===== src/sv/aff_pkg.sv =====
`default_nettype none
package aff_pkg;

  localparam int unsigned ALPHA_LEN   = 69;
  localparam int unsigned IDX_W       = 7;
  localparam int unsigned CHAR_W      = 8;
  localparam int unsigned PROD_W      = 13;
  localparam int unsigned RECIP       = 949;
  localparam int unsigned RECIP_W     = 10;
  localparam int unsigned RECIP_SHIFT = 16;
  localparam int unsigned PADDR_W     = 4;
  localparam int unsigned PDATA_W     = 32;

  localparam logic [1:0] REG_KEY_MULT     = 2'd0;
  localparam logic [1:0] REG_KEY_ADD      = 2'd1;
  localparam logic [1:0] REG_DECRYPT_MODE = 2'd2;

  typedef logic [IDX_W-1:0]  idx_t;
  typedef logic [CHAR_W-1:0] char_t;

  typedef struct packed {
    logic found;
    idx_t idx;
  } sym_t;

  function automatic idx_t aff_reduce(input idx_t v);
    idx_t r;
    r = v;
    if (v >= IDX_W'(ALPHA_LEN)) begin
      r = v - IDX_W'(ALPHA_LEN);
    end
    return r;
  endfunction

  function automatic idx_t aff_sub_mod(input idx_t p, input idx_t b);
    logic [IDX_W:0] t;
    t = {1'b0, p} + (IDX_W+1)'(ALPHA_LEN) - {1'b0, b};
    if (t >= (IDX_W+1)'(ALPHA_LEN)) begin
      t = t - (IDX_W+1)'(ALPHA_LEN);
    end
    return t[IDX_W-1:0];
  endfunction

  function automatic idx_t aff_inv(input idx_t a);
    idx_t r;
    case (a)
      7'd1:  r = 7'd1;
      7'd2:  r = 7'd35;
      7'd4:  r = 7'd52;
      7'd5:  r = 7'd14;
      7'd7:  r = 7'd10;
      7'd8:  r = 7'd26;
      7'd10: r = 7'd7;
      7'd11: r = 7'd44;
      7'd13: r = 7'd16;
      7'd14: r = 7'd5;
      7'd16: r = 7'd13;
      7'd17: r = 7'd65;
      7'd19: r = 7'd40;
      7'd20: r = 7'd38;
      7'd22: r = 7'd22;
      7'd25: r = 7'd58;
      7'd26: r = 7'd8;
      7'd28: r = 7'd37;
      7'd29: r = 7'd50;
      7'd31: r = 7'd49;
      7'd32: r = 7'd41;
      7'd34: r = 7'd67;
      7'd35: r = 7'd2;
      7'd37: r = 7'd28;
      7'd38: r = 7'd20;
      7'd40: r = 7'd19;
      7'd41: r = 7'd32;
      7'd43: r = 7'd61;
      7'd44: r = 7'd11;
      7'd47: r = 7'd47;
      7'd49: r = 7'd31;
      7'd50: r = 7'd29;
      7'd52: r = 7'd4;
      7'd53: r = 7'd56;
      7'd55: r = 7'd64;
      7'd56: r = 7'd53;
      7'd58: r = 7'd25;
      7'd59: r = 7'd62;
      7'd61: r = 7'd43;
      7'd62: r = 7'd59;
      7'd64: r = 7'd55;
      7'd65: r = 7'd17;
      7'd67: r = 7'd34;
      7'd68: r = 7'd68;
      default: r = 7'd0;
    endcase
    return r;
  endfunction

  function automatic sym_t aff_lookup(input char_t c);
    sym_t s;
    s.found = 1'b1;
    s.idx   = '0;
    if (c >= 8'h61 && c <= 8'h7a) begin
      s.idx = IDX_W'(c - 8'h61);
    end else if (c >= 8'h41 && c <= 8'h5a) begin
      s.idx = IDX_W'(c - 8'h41 + 8'd30);
    end else if (c >= 8'h30 && c <= 8'h39) begin
      s.idx = IDX_W'(c - 8'h30 + 8'd57);
    end else if (c == 8'h2c) begin
      s.idx = 7'd26;
    end else if (c == 8'h2e) begin
      s.idx = 7'd27;
    end else if (c == 8'h2d) begin
      s.idx = 7'd28;
    end else if (c == 8'h5f) begin
      s.idx = 7'd29;
    end else if (c == 8'h20) begin
      s.idx = 7'd56;
    end else if (c == 8'h28) begin
      s.idx = 7'd67;
    end else if (c == 8'h29) begin
      s.idx = 7'd68;
    end else begin
      s.found = 1'b0;
    end
    return s;
  endfunction

  function automatic char_t aff_symbol(input idx_t i);
    char_t c;
    if (i < 7'd26) begin
      c = CHAR_W'(i) + 8'h61;
    end else if (i >= 7'd30 && i < 7'd56) begin
      c = CHAR_W'(i) - 8'd30 + 8'h41;
    end else if (i >= 7'd57 && i < 7'd67) begin
      c = CHAR_W'(i) - 8'd57 + 8'h30;
    end else begin
      case (i)
        7'd26:   c = 8'h2c;
        7'd27:   c = 8'h2e;
        7'd28:   c = 8'h2d;
        7'd29:   c = 8'h5f;
        7'd56:   c = 8'h20;
        7'd67:   c = 8'h28;
        7'd68:   c = 8'h29;
        default: c = 8'h00;
      endcase
    end
    return c;
  endfunction

endpackage
`default_nettype wire


===== src/sv/affine_cipher_character_top.sv =====
`default_nettype none
// Affine cipher over a 69-symbol alphabet (a-z , . - _ A-Z space 0-9 ( )), one byte per
// beat. Encrypt maps index p to (key_mult*p + key_add) mod 69, decrypt to
// inv(key_mult)*(p - key_add) mod 69; keys above 68 are reduced mod 69 first. Bytes outside
// the alphabet pass through with in_alphabet low. Decrypting with a key_mult that has no
// inverse mod 69 passes every byte through and raises key_error. The block takes one beat
// per cycle unless out_stall holds it; a beat goes from acceptance to the output register
// via lookup, operand select, multiply, reciprocal estimate and remainder/map stages, each
// advancing on its own so bubbles close up under out_stall. Keys are at APB byte addresses
// 0 (key_mult), 4 (key_add) and 8 (decrypt_mode); write them only while idle.
module affine_cipher_character_top (
  input  wire                         clk,
  input  wire                         rst_n,
  input  wire                         in_valid,
  output logic                        in_stall,
  input  wire  aff_pkg::char_t        in_char_in,
  output logic                        out_valid,
  input  wire                         out_stall,
  output aff_pkg::char_t              out_char_out,
  output logic                        out_in_alphabet,
  output logic                        out_key_error,
  input  wire                         psel,
  input  wire                         penable,
  input  wire                         pwrite,
  input  wire  [aff_pkg::PADDR_W-1:0] paddr,
  input  wire  [aff_pkg::PDATA_W-1:0] pwdata,
  output logic [aff_pkg::PDATA_W-1:0] prdata,
  output logic                        pready
);
  import aff_pkg::*;

  localparam int unsigned NSTG = 5;

  idx_t  key_mult_r;
  idx_t  key_add_r;
  logic  decrypt_mode_r;

  logic [NSTG:1]   v_r;
  logic [NSTG+1:1] rdy;

  char_t s1_char_r;
  sym_t  s1_sym_r;

  char_t s2_char_r;
  logic  s2_found_r, s2_err_r;
  idx_t  s2_x_r, s2_m_r, s2_add_r;

  char_t              s3_char_r;
  logic               s3_found_r, s3_err_r;
  logic [PROD_W-1:0]  s3_prod_r;
  idx_t               s3_add_r;

  char_t              s4_char_r;
  logic               s4_found_r, s4_err_r;
  logic [PROD_W-1:0]  s4_sum_r;
  idx_t               s4_qe_r;

  idx_t  key_a, key_b, key_inv;
  logic  key_err;
  logic [PROD_W-1:0] sum_nxt;
  logic [PROD_W+RECIP_W-1:0] est;
  logic [PROD_W-1:0] rem;
  idx_t  rem_idx;
  logic  cfg_wr;

  assign pready = 1'b1;
  assign cfg_wr = psel && penable && pwrite;

  always_ff @(posedge clk) begin
    if (!rst_n) begin
      key_mult_r     <= IDX_W'(1);
      key_add_r      <= '0;
      decrypt_mode_r <= 1'b0;
    end else if (cfg_wr) begin
      unique case (paddr[3:2])
        REG_KEY_MULT:     key_mult_r     <= pwdata[IDX_W-1:0];
        REG_KEY_ADD:      key_add_r      <= pwdata[IDX_W-1:0];
        REG_DECRYPT_MODE: decrypt_mode_r <= pwdata[0];
        default: ;
      endcase
    end
  end

  always_comb begin
    unique case (paddr[3:2])
      REG_KEY_MULT:     prdata = PDATA_W'(key_mult_r);
      REG_KEY_ADD:      prdata = PDATA_W'(key_add_r);
      REG_DECRYPT_MODE: prdata = PDATA_W'(decrypt_mode_r);
      default:          prdata = '0;
    endcase
  end

  assign key_a   = aff_reduce(key_mult_r);
  assign key_b   = aff_reduce(key_add_r);
  assign key_inv = aff_inv(key_a);
  assign key_err = decrypt_mode_r && (key_inv == '0);

  always_comb begin
    rdy[NSTG+1] = !out_stall;
    for (int k = NSTG; k >= 1; k--) begin
      rdy[k] = !v_r[k] || rdy[k+1];
    end
  end
  assign in_stall = !rdy[1];

  always_ff @(posedge clk) begin
    if (!rst_n) begin
      v_r <= '0;
    end else begin
      if (rdy[1]) v_r[1] <= in_valid;
      for (int k = 2; k <= NSTG; k++) begin
        if (rdy[k]) v_r[k] <= v_r[k-1];
      end
    end
  end

  assign sum_nxt = s3_prod_r + PROD_W'(s3_add_r);
  assign est     = sum_nxt * RECIP_W'(RECIP);
  assign rem     = s4_sum_r - PROD_W'(s4_qe_r) * PROD_W'(ALPHA_LEN);
  assign rem_idx = (rem >= PROD_W'(ALPHA_LEN)) ? IDX_W'(rem - PROD_W'(ALPHA_LEN))
                                               : IDX_W'(rem);

  always_ff @(posedge clk) begin
    if (rdy[1] && in_valid) begin
      s1_char_r <= in_char_in;
      s1_sym_r  <= aff_lookup(in_char_in);
    end
    if (rdy[2] && v_r[1]) begin
      s2_char_r  <= s1_char_r;
      s2_found_r <= s1_sym_r.found;
      s2_err_r   <= key_err;
      s2_x_r     <= decrypt_mode_r ? aff_sub_mod(s1_sym_r.idx, key_b) : s1_sym_r.idx;
      s2_m_r     <= decrypt_mode_r ? key_inv : key_a;
      s2_add_r   <= decrypt_mode_r ? '0 : key_b;
    end
    if (rdy[3] && v_r[2]) begin
      s3_char_r  <= s2_char_r;
      s3_found_r <= s2_found_r;
      s3_err_r   <= s2_err_r;
      s3_prod_r  <= PROD_W'(s2_x_r) * PROD_W'(s2_m_r);
      s3_add_r   <= s2_add_r;
    end
    if (rdy[4] && v_r[3]) begin
      s4_char_r  <= s3_char_r;
      s4_found_r <= s3_found_r;
      s4_err_r   <= s3_err_r;
      s4_sum_r   <= sum_nxt;
      s4_qe_r    <= est[RECIP_SHIFT +: IDX_W];
    end
    if (rdy[5] && v_r[4]) begin
      out_char_out    <= (s4_found_r && !s4_err_r) ? aff_symbol(rem_idx) : s4_char_r;
      out_in_alphabet <= s4_found_r;
      out_key_error   <= s4_err_r;
    end
  end

  assign out_valid = v_r[NSTG];

endmodule
`default_nettype wire


===== config.mk =====
export PLATFORM = sky130hd
export DESIGN_NAME = affine_cipher_character_top
export DESIGN_NICKNAME = d
export VERILOG_FILES = /design/src/sv/aff_pkg.sv /design/src/sv/affine_cipher_character_top.sv
export SDC_FILE = /design/constraint.sdc
export NUM_CORES = 1
export LEC_CHECK = 0
export BUFFER_PORTS_ARGS = -buffer_cell sky130_fd_sc_hd__clkbuf_2
export CAP_MARGIN = 5
export CORE_MARGIN = 2
export CORE_UTILIZATION = 38
export CTS_BUF_LIST = sky130_fd_sc_hd__clkbuf_4
export DETAILED_ROUTE_END_ITERATION = 7
export GPL_ROUTABILITY_DRIVEN = 0
export GPL_TIMING_DRIVEN = 0
export PLACE_DENSITY_LB_ADDON = 0.3
export SLEW_MARGIN = 15
export SYNTH_ARGS = -nofsm -noshare
export SYNTH_HDL_FRONTEND = slang
export SYNTH_SLANG_ARGS = --single-unit
export TNS_END_PERCENT = 10

===== constraint.sdc =====
create_clock -name clk -period 7.6 [get_ports clk]
set_clock_uncertainty 0.1 [all_clocks]
set_input_delay 0 -clock clk [delete_from_list [all_inputs] [get_ports clk]]
set_output_delay 0 -clock clk [all_outputs]
set_load 0.02 [all_outputs]

### Word-level counts from Yosys, hierarchy flattened

Memory sizes are Yosys's and may differ from the RTL's.
Index checks and enable logic that the tools add are counted.

* add/sub/neg operators: 18
* multipliers: 3
* magnitude comparators: 15
* equality and inequality tests: 16
* mux-type cells: 23
* reduce and logical (&&, ||, !) cells: 33

Operators with widths (number)
* two-way mux 7 bit: 16
* one-hot mux 7 bit (7 select lines): 1
* equality test 8 x 6 -> 1 bit, second input constant: 6
* subtractor 7 bit, second input constant: 6
* two-way mux 8 bit: 4
* equality test 7 x 5 -> 1 bit, second input constant: 4
* >= comparator 8 x 7 -> 1 bit, second input constant: 3
* multiplier 13 x 10 -> 23 bit, second input constant: 1
* one-hot mux 7 bit (3 select lines): 1
* adder 7 x 7 -> 8 bit, second input constant: 2
* less-or-equal comparator 8 x 7 -> 1 bit, second input constant: 2
* equality test 7 bit, second input constant: 2
* >= comparator 7 bit, second input constant: 2
* logical AND 1 bit: 14
* adder 13 x 7 -> 13 bit: 1
* >= comparator 13 x 7 -> 1 bit, second input constant: 1
* multiplier 7 x 7 -> 13 bit: 1
* multiplier 7 x 7 -> 13 bit, second input constant: 1
* subtractor 13 bit: 1
* OR reduction 9 bit: 1
* adder 8 x 6 -> 8 bit, second input constant: 1
* adder 8 x 7 -> 8 bit, second input constant: 1
* equality test 8 x 7 -> 1 bit, second input constant: 1
* >= comparator 8 x 6 -> 1 bit, second input constant: 1
* other kinds (21): 34

* register bits: 137
* bits in read-only memories: 896
* input bits: 51
* word-level logic and storage cells: 139
* memories kept: 1

Memories
* (no name shown): depth 128, width 7, rd ports 1, clocked after memory_dff 0, wr ports 0, line aff_pkg.sv:46 `case (a)`

### Logic depth before layout (Yosys ltp)

Gate-level depths: netlist of run 1.

* depth in word-level cells: 11
* mapped depth: 31
* gate-level depth less buffers: 31

### Worst setup path after synthesis of run 1

Ideal clock, no wire load.

* path kind: register to register
* start point: reg s3_prod_r[0]
* end point: reg s4_qe_r[6] (data pin)
* library setup time: 262 ps
* data arrival time: 6472 ps
* slack: 766 ps
* cell stages (with the launch flop): 32
* buffers on the path: 0
* cells stage by stage: edfxtp_1 -> ha_1 -> inv_1 -> fa_1 -> inv_1 -> a21oi_1 -> o21bai_1 -> a21oi_1 -> o21bai_1 -> a21oi_1 -> nor2b_1 -> xor2_1 -> ha_1 -> inv_1 -> fa_1 -> inv_1 -> fa_1 -> inv_1 -> fa_1 -> fa_1 -> inv_1 -> ha_1 -> a21o_1 -> a21o_1 -> a21oi_1 -> o211ai_1 -> a31oi_1 -> nor2b_1 -> o21a_1 -> o21a_1 -> o31ai_1 -> xnor2_1

* word-level cells in the longest chain between the ends: 2

Ends and longest elaborated chain
* start: declaration: line affine_cipher_character_top.sv:50 `logic [PROD_W-1:0] s3_prod_r;`
* start signal: assignment: line affine_cipher_character_top.sv:140 `s3_prod_r <= PROD_W'(s2_x_r) * PROD_W'(s2_m_r);`
* adder 13 x 7 -> 13 bit: line affine_cipher_character_top.sv:117 `assign sum_nxt = s3_prod_r + PROD_W'(s3_add_r);`
* named net sum_nxt[8]: line affine_cipher_character_top.sv:60 `logic [PROD_W-1:0] sum_nxt;`
* multiplier 13 x 10 -> 23 bit: line affine_cipher_character_top.sv:118 `assign est = sum_nxt * RECIP_W'(RECIP);`
* named net est[22]: line affine_cipher_character_top.sv:61 `logic [PROD_W+RECIP_W-1:0] est;`
* end signal: assignment: line affine_cipher_character_top.sv:148 `s4_qe_r <= est[RECIP_SHIFT +: IDX_W];`
* end: declaration: line affine_cipher_character_top.sv:56 `idx_t s4_qe_r;`

The timed path passes the listed nets, and every way through them passes these cells.
A chain may end at the register's enable or synchronous reset.

### Final worst setup path of run 1

Ends and elaborated chain as after synthesis.

==> flow_metrics.env, run 1 <==
export IMPL_arrival_ps=7390
export IMPL_dr_total_vias=9711
export IMPL_drc=0
export IMPL_ioPinCount=96
export IMPL_numPortBuffers=41
export IMPL_nets=1785
export IMPL_startpoint="s3_prod_r[0]$_DFFE_PP_"
export IMPL_htreeDepth=4
export IMPL_holdPathStages=6
export IMPL_max_cap_viol_count=0
export IMPL_cpMostUsedCell="inv_1"
export IMPL_num_antenna_cells=0
export IMPL_setup_viol=0
export IMPL_drive_gt1_share_pct=10.1
export IMPL_dpl_cell_count=1883
export IMPL_grt_pass1_vias=9714
export IMPL_slew_headroom_pct=28.6
export IMPL_finalCritPeriodShare_pct=94.4
export IMPL_coreArea_sq_mm=0.0345
export IMPL_grt_first_pass_wirelength_microns=45200
export IMPL_first_pass_iters=5
export IMPL_fin_crit_ps=7180
export IMPL_post_route_util_pct=43.2
export IMPL_tightest_slew_ps=1060
export IMPL_ys_flop_type="edfxtp_1"
export IMPL_whs_ps=114
export IMPL_synthArstFlopShare_pct=0
export IMPL_wl_per_cell_microns=13.5
export IMPL_antenna_found_initial=0
export IMPL_holdPathEnd="key_add_r[6]$_SDFFE_PN0P_"
export IMPL_synth_edf_count=117
export IMPL_final_hold_violation_count=0
export IMPL_ys_types=78
export IMPL_ys_seq_area_share_pct=29.5
export IMPL_start_util_pct=38.5
export IMPL_grt_max_degree=31
export IMPL_syn_area_sq_mm=0.0133
export IMPL_r2r_slack_ps=420
export IMPL_overflow=0
export IMPL_cts_clk_slew_worst_paths_ps=140
export IMPL_cp_top_family="adder cells"
export IMPL_root_buffer="clkbuf_4"
export IMPL_dp_slack_ps=-205
export IMPL_hpwl_microns=20600
export IMPL_layout_setup_ws_ps=425
export IMPL_grt_use_total_pct=15.0
export IMPL_cp_required_ps=7810
export IMPL_cts_sinks=137
export IMPL_endpoint_kind="register"
export IMPL_ys_warn_count=0
export IMPL_drtIter0Drc=427
export IMPL_wirelength_microns=26300
export IMPL_critPathMaxFanout=4
export IMPL_dieArea_sq_mm=0.0365
export IMPL_hold_start="pwrite"
export IMPL_final_antenna_net_count=0
export IMPL_clk_latency_ps=560
export IMPL_start_kind="register"
export IMPL_crit_type="register to register"
export IMPL_critPathBufInv=6
export IMPL_cts_path_max_buffers=2
export IMPL_drt_vias_per_instance=4.99
export IMPL_status="finished clean"
export IMPL_syn_avg_cell_area_sq_um=9.75
export IMPL_hp_class="primary input to register"
export IMPL_rows=68
export IMPL_reg2regPathDepth=31
export IMPL_synth_top_cell_area_share_pct=26.5
export IMPL_dieHeight_microns=191
export IMPL_syn_inst=1362
export IMPL_yosys_top_cells_area="edfxtp_1 26%, ha_1 16%, fa_1 12%"
export IMPL_die_x_microns=191
export IMPL_r2r_end="s4_qe_r[6]$_DFFE_PP_"
export IMPL_drv_slew=0
export IMPL_crit_slowest_cell="fa_1"
export IMPL_synth_top_area_cell="edfxtp_1"
export IMPL_cts_buffers=17
export IMPL_fmax_mhz=139
export IMPL_cts_tree="yes"
export IMPL_syn2layout_area_growth_pct=12.1
export IMPL_cpPeakStageDelay_ps=530
export IMPL_instances_no_fill=1947
export IMPL_r2r_start="s3_prod_r[0]$_DFFE_PP_"
export IMPL_synth_seq_cells=137
==> cell families (layout without fill, tap and decap cells) <==
family	Yosys count	after routing	share of synthesized area (%)
simple gates	317	317	11.5
compound gates	268	268	13.2
buf+inv	265	371	8.40
fa+ha+maj	256	256	28.7
flops	137	137	29.5
xor+xnor	85	85	5.78
mux	32	32	2.83
other cells	2	26	0.0566
==> final cells by class <==
class	instances	area, sq um
buffer	61	350
clock buffer	18	135
clock inverter	14	183
fill	3328	19600
inverter	204	766
multi-input combinational	984	8420
sequential	137	3910
tap	455	569
timing repair buffer	74	548
==> layout by cell type (no fill, tap or decap), drive strengths merged, types with 4 or more instances in the layout <==
| cell | n |
|---|---|
| mux2i | 25 |
| o21bai | 14 |
| buf | 41 |
| nor2b | 29 |
| xor2 | 23 |
| dlygate4sd3 | 30 |
| edfxtp | 117 |
| o211ai | 16 |
| conb | 26 |
| o21ai | 49 |
| nand3 | 15 |
| o21a | 12 |
| o22ai | 12 |
| dfxtp | 20 |
| or2 | 4 |
| nor3 | 26 |
| o221ai | 4 |
| nor2 | 80 |
| a31oi | 13 |
| mux2 | 4 |
| clkbuf | 82 |
| nor3b | 4 |
| a21o | 10 |
| a22oi | 5 |
| ha | 173 |
| xnor2 | 62 |
| a21oi | 76 |
| a21boi | 7 |
| fa | 82 |
| nand2b | 9 |
| o31ai | 7 |
| inv | 211 |
| a211oi | 8 |
| a221oi | 4 |
| nand2 | 101 |
| and3 | 8 |
| and2 | 26 |
==> worst min-delay path, delay by kind of cell <==
kind          cells  cell delay (ps)
mux               1              180
simple gates      3              230
buf+inv           2              330
==> flip-flops by register name, summed over array words and instances, names as in the netlist, 5 cells and up <==
register and flops:
s3_prod_r 13, s4_sum_r 13, out_char_out 8, s1_char_r 8, s1_sym_r 8, s2_char_r 8, s3_char_r 8, s4_char_r 8
key_add_r 7, key_mult_r 7, s2_add_r 7, s2_m_r 7, s2_x_r 7, s3_add_r 7, s4_qe_r 7, v_r 5
==> metal layers <==
layer  GRT usage [%]  share of wire (%)  wire, microns
met1            18.9                 45          11900
met2            26.4                 50          13100
met3            2.22                2.9            761
met4            4.89                2.1            555
met5               0                  0              0
==> worst max-delay path by stage <==
stage	depth (start not counted)	slack [ps]	endpoint
after floorplan	31	770	s4_qe_r[6]$_DFFE_PP_
after global placement	31	-50	s4_qe_r[6]$_DFFE_PP_
after detailed placement	31	-200	s4_qe_r[6]$_DFFE_PP_
after CTS	29	100	s4_qe_r[6]$_DFFE_PP_
after global routing	31	-3	s4_qe_r[6]$_DFFE_PP_
final	31	420	s4_qe_r[6]$_DFFE_PP_
==> metrics by stage <==
step	setup TNS, ps	cell area (sq um)
floorplan	0	13400
global placement	-51.2	14100
detailed placement	-296	14200
CTS	0	14900
global route	-2.88	14900
finish	0	14900
==> cells in the mapped netlist, drive strengths merged (3+ instances only) <==
cell	count
o22ai	12
nand2b	9
and3	8
buf	38
xor2	23
nor3	26
a31oi	13
nor3b	4
clkbuf	23
o21a	12
a221oi	4
nor2	80
nor2b	29
o221ai	4
mux2i	25
edfxtp	117
or2	4
nand3b	3
a211oi	8
nand4	3
a31o	3
mux4	3
o21bai	14
a32oi	3
inv	204
a21boi	7
fa	82
a311oi	3
and2	26
o21ai	49
a21oi	76
xnor2	62
mux2	4
a22oi	5
ha	173
nor4	3
a21o	10
o31ai	7
nand2	101
dfxtp	20
o211ai	16
nand3	15
o311ai	3
==> repair_timing <==
item / CTS / global route
pin swaps: 1 / 0
resized for setup: 3 / 5
setup endpoints to repair: 3 / 3
hold buffers: 30 / 0
hold endpoints to repair: 60 / 0
buffers inserted: 2 / 0
Power of run 1 is left out: the tool's default activity adds up to more than one toggle a clock period on the data nets, which glitch-free logic cannot reach.
==> run 2, diff against run 1 <==
--- a/config.mk
+++ b/config.mk
@@ -13,7 +13,7 @@
 export DETAILED_ROUTE_END_ITERATION = 7
 export GPL_ROUTABILITY_DRIVEN = 0
 export GPL_TIMING_DRIVEN = 0
-export PLACE_DENSITY_LB_ADDON = 0.3
+export PLACE_DENSITY = 0.56
 export SLEW_MARGIN = 15
 export SYNTH_ARGS = -nofsm -noshare
 export SYNTH_HDL_FRONTEND = slang
==> constraint.sdc (replaced) <==
create_clock -name clk -period 7.9 [get_ports clk]
set_clock_uncertainty 0.1 [all_clocks]
set_input_delay 0 -clock clk [delete_from_list [all_inputs] [get_ports clk]]
set_output_delay 0 -clock clk [all_outputs]
set_load 0.02 [all_outputs]
==> flow_metrics.env, run 2 (same netlist as run 1, synthesis figures left out) <==
export IMPL_status="finished clean"
export IMPL_grt_max_degree=31
export IMPL_dieHeight_microns=191
export IMPL_cp_required_ps=8110
export IMPL_fin_area_sq_mm=0.0148
export IMPL_rsz0062_at_grt="false"
export IMPL_drc=0
export IMPL_r2r_end="s4_qe_r[6]$_DFFE_PP_"
export IMPL_rows=68
export IMPL_finalCritPeriodShare_pct=93.4
export IMPL_fmax_mhz=136
export IMPL_nets=1785
export IMPL_mostFrequentLayoutCells="204 x inv_1, 173 x ha_1, 117 x edfxtp_1"
export IMPL_hp_class="primary input to register"
export IMPL_tightest_slew_ps=1060
export IMPL_fillers=3349
export IMPL_grt_pass1_vias=9658
export IMPL_overflow=0
export IMPL_coreArea_sq_mm=0.0345
export IMPL_setup_viol=0
export IMPL_layout_commonest_cell="inv_1"
export IMPL_cts_sinks=137
export IMPL_root_buffer="clkbuf_4"
export IMPL_start_util_pct=38.5
export IMPL_htreeDepth=4
export IMPL_arrival_ps=7580
export IMPL_final_antenna_net_count=0
export IMPL_drive_gt1_share_pct=9.79
export IMPL_post_route_util_pct=43.0
export IMPL_crit_slowest_cell="fa_1"
export IMPL_place_area_sq_mm=0.0142
export IMPL_dr_total_vias=9701
export IMPL_r2r_start="s3_add_r[0]$_DFFE_PP_"
export IMPL_grt_first_pass_wirelength_microns=45100
export IMPL_final_hold_violation_count=0
export IMPL_finalSetupTns_ps=0
export IMPL_multi_input_area_sq_mm=0.00840
export IMPL_drt_vias_per_instance=4.98
export IMPL_numPortBuffers=41
export IMPL_dieArea_sq_mm=0.0365
export IMPL_endpoint_kind="register"
export IMPL_regArea_sq_mm=0.00391
export IMPL_ioPinCount=96
export IMPL_antenna_found_initial=1
export IMPL_whs_ps=119
export IMPL_wirelength_microns=26400
export IMPL_die_x_microns=191
export IMPL_grt_use_total_pct=15.1
export IMPL_syn2layout_area_growth_pct=11.5
export IMPL_clk_latency_ps=540
export IMPL_r2r_slack_ps=520
export IMPL_reg2regPathDepth=31
export IMPL_cp_endpoint="s4_qe_r[6]$_DFFE_PP_"
export IMPL_cts_clk_slew_worst_paths_ps=140
export IMPL_cts_buffers=17
export IMPL_fin_crit_ps=7380
export IMPL_drtIter0Drc=508
export IMPL_cpMostUsedCell="inv_1"
export IMPL_top_regs="s3_prod_r x13, s4_sum_r x13"
export IMPL_cpPeakStageDelay_ps=530
export IMPL_wl_per_cell_microns=13.6
export IMPL_slew_headroom_pct=29.1
export IMPL_start_kind="register"
export IMPL_cts_path_max_buffers=2
export IMPL_first_pass_iters=6
export IMPL_hpwl_microns=21100
export IMPL_startpoint="s3_add_r[0]$_DFFE_PP_"
export IMPL_max_cap_viol_count=0
export IMPL_crit_type="register to register"
export IMPL_cts_tree="yes"
export IMPL_drv_slew=0
export IMPL_critPathMaxFanout=4
==> run 2: final cells by class <==
class	instances	share of cell area, %
multi-input combinational	984	56.7
sequential	137	26.4
inverter	204	5.17
tap	455	3.84
timing repair buffer	74	3.70
buffer	61	2.37
clock inverter	15	0.904
clock buffer	17	0.862
antenna	1	0.0169
==> run 2: worst max-delay path: cells and delay by family, from the launching register on <==
kind,cells,cell delay (ps)
and+or+nand+nor,2,410
buffers and inverters,6,330
adders and majority gates,8,3230
AOI/OAI and AO/OA,13,2470
xor gates and xnor gates,2,250
DFF,1,370
==> run 2: repair_timing <==
action                     CTS  global route
hold endpoints to repair    60             0
buffers inserted             0             2
setup endpoints to repair    0             3
hold buffers                30             0
gates resized for setup      0             2
==> run 2: worst min path at each step <==
stage | from | end | cells after the start
floorplan | in_char_in[0] | s1_char_r[0]$_DFFE_PP_ | 0
global placement | in_char_in[4] | s1_char_r[4]$_DFFE_PP_ | 1
detailed placement | in_char_in[4] | s1_char_r[4]$_DFFE_PP_ | 1
CTS | in_char_in[4] | s1_char_r[4]$_DFFE_PP_ | 2
global route | in_char_in[4] | s1_char_r[4]$_DFFE_PP_ | 2
finish | paddr[2] | key_add_r[4]$_SDFFE_PN0P_ | 5
==> run 2: stage by stage <==
step,setup slack (ps),instances
final,524,1948
after CTS,118,1945
after floorplan,1070,1386
after global routing,49.2,1948
after detailed placement,114,1883
after global placement,218,1882
==> run 2: per-layer routing <==
metal	share of wire, %	GRT usage (%)
met4	0.94	3.07
met1	45	19.1
met3	3.1	2.20
met2	51	27.1
met5	0	0
Power of run 2 is left out for the same reason.
==> run 3, diff against run 2 <==
--- a/config.mk
+++ b/config.mk
@@ -13,7 +13,7 @@
 export DETAILED_ROUTE_END_ITERATION = 7
 export GPL_ROUTABILITY_DRIVEN = 0
 export GPL_TIMING_DRIVEN = 0
-export PLACE_DENSITY = 0.56
+export PLACE_DENSITY = 0.65
 export SLEW_MARGIN = 15
 export SYNTH_ARGS = -nofsm -noshare
 export SYNTH_HDL_FRONTEND = slang
==> flow_metrics.env, run 3 (same netlist as run 1, synthesis figures left out) <==
export IMPL_arrival_ps=7600
export IMPL_finalCritPeriodShare_pct=93.7
export IMPL_critPathMaxFanout=5
export IMPL_reg2regPathDepth=28
export IMPL_die_x_microns=191
export IMPL_drv_slew=0
export IMPL_layout_setup_ws_ps=497
export IMPL_cts_buffers=17
export IMPL_first_pass_iters=5
export IMPL_dr_total_vias=9804
export IMPL_wl_per_cell_microns=13.3
export IMPL_cts_tree="yes"
export IMPL_cp_required_ps=8100
export IMPL_r2r_slack_ps=500
export IMPL_endpoint_kind="register"
export IMPL_r2r_start="s3_prod_r[1]$_DFFE_PP_"
export IMPL_cpPeakStageDelay_ps=530
export IMPL_crit_slowest_cell="fa_1"
export IMPL_crit_type="register to register"
export IMPL_top_regs="s3_prod_r x13, s4_sum_r x13"
export IMPL_num_antenna_cells=0
export IMPL_fin_crit_ps=7400
export IMPL_hpwl_microns=20400
export IMPL_cts_clk_slew_worst_paths_ps=130
export IMPL_regArea_sq_mm=0.00391
export IMPL_fin_area_sq_mm=0.0148
export IMPL_syn2layout_area_growth_pct=11.4
export IMPL_mostFrequentLayoutCells="203 x inv_1, 173 x ha_1, 117 x edfxtp_1"
export IMPL_rows=68
export IMPL_start_util_pct=38.5
export IMPL_grt_pass1_vias=9821
export IMPL_drtIter0Drc=487
export IMPL_holdPathStages=2
export IMPL_drc=0
export IMPL_root_buffer="clkbuf_4"
export IMPL_grt_first_pass_wirelength_microns=45400
export IMPL_dp_slack_ps=222
export IMPL_grt_use_total_pct=15.0
export IMPL_dieArea_sq_mm=0.0365
export IMPL_status="finished clean"
export IMPL_clk_latency_ps=530
export IMPL_wirelength_microns=26000
export IMPL_grt_max_degree=31
export IMPL_final_antenna_net_count=0
export IMPL_fillers=3308
export IMPL_coreArea_sq_mm=0.0345
export IMPL_tightest_slew_ps=1060
export IMPL_hp_class="primary input to register"
export IMPL_r2r_end="s4_qe_r[6]$_DFFE_PP_"
export IMPL_place_area_sq_mm=0.0142
export IMPL_multi_input_area_sq_mm=0.00840
export IMPL_drive_gt1_share_pct=9.85
export IMPL_whs_ps=133
export IMPL_final_hold_violation_count=0
export IMPL_antenna_found_initial=0
export IMPL_holdPathEnd="s1_char_r[4]$_DFFE_PP_"
export IMPL_start_kind="register"
export IMPL_setup_viol=0
export IMPL_fmax_mhz=135
export IMPL_slew_headroom_pct=28.9
export IMPL_layout_commonest_cell="inv_1"
export IMPL_ioPinCount=96
export IMPL_htreeDepth=4
export IMPL_hold_start="in_char_in[4]"
export IMPL_cts_path_max_buffers=2
export IMPL_cts_sinks=137
export IMPL_max_cap_viol_count=0
export IMPL_numPortBuffers=41
export IMPL_overflow=0
export IMPL_dieHeight_microns=191
export IMPL_nets=1786
export IMPL_drt_vias_per_instance=5.03
## run 3: changes by cell type in the layout (fill, tap and decap cells not counted), sizes merged
cell         previous run  this run
clkinv                  6         5
dlygate4sd3            30        31
diode                   1         0
clkinvlp                0         1
## run 3: per-layer routing
metal,GRT usage [%],wire length (microns),vias to the layer above,part of all wire (%)
met1,19.1,11600,4641,45
met4,4.26,550,0,2.1
met5,0,0,-,0
met3,2.63,1060,46,4.1
met2,26.0,12800,259,49
li1,-,-,4858,-
## run 3: layout make-up
cell class | instances | share of cell area, %
buffer | 61 | 2.37
clock buffer | 17 | 0.863
clock inverter | 15 | 0.761
inverter | 204 | 5.18
multi-input combinational | 984 | 56.8
sequential | 137 | 26.5
tap | 455 | 3.85
timing repair buffer | 75 | 3.77
## run 3: worst max-delay path, delay by kind of cell (launching register included)
family	cells	cell delay (ps)
fa+ha+maj	7	3030
buf+inv	4	210
simple gates	1	100
compound gates	14	2930
flops	1	420
xor+xnor	2	390
## run 3: per-stage QoR
stage | setup TNS [ps] | instances | util [%]
after floorplan | 0 | 1386 | -
after global placement | 0 | 1882 | 41.0
after detailed placement | 0 | 1883 | 41.2
after CTS | 0 | 1946 | 42.8
after global routing | -0.525 | 1948 | 42.9
final | 0 | 1948 | 42.9
## run 3: repair_timing
item	in CTS	in global routing
setup endpoints to repair	0	3
gates resized for setup	0	4
setup buffers	0	2
hold endpoints to repair	59	0
hold buffers	31	0
## run 3: worst max path at each step
stage | start | to | slack (ps) | depth (start not counted)
finish | s3_prod_r[1]$_DFFE_PP_ | s4_qe_r[6]$_DFFE_PP_ | 500 | 28
global route | s3_prod_r[0]$_DFFE_PP_ | s4_qe_r[6]$_DFFE_PP_ | -0.5 | 31
CTS | s3_prod_r[0]$_DFFE_PP_ | s4_qe_r[6]$_DFFE_PP_ | 200 | 31
detailed placement | s3_prod_r[0]$_DFFE_PP_ | s4_qe_r[6]$_DFFE_PP_ | 220 | 31
global placement | s3_prod_r[0]$_DFFE_PP_ | s4_qe_r[6]$_DFFE_PP_ | 240 | 31
floorplan | s3_prod_r[0]$_DFFE_PP_ | s4_qe_r[6]$_DFFE_PP_ | 1070 | 31
Power of run 3 is left out for the same reason.
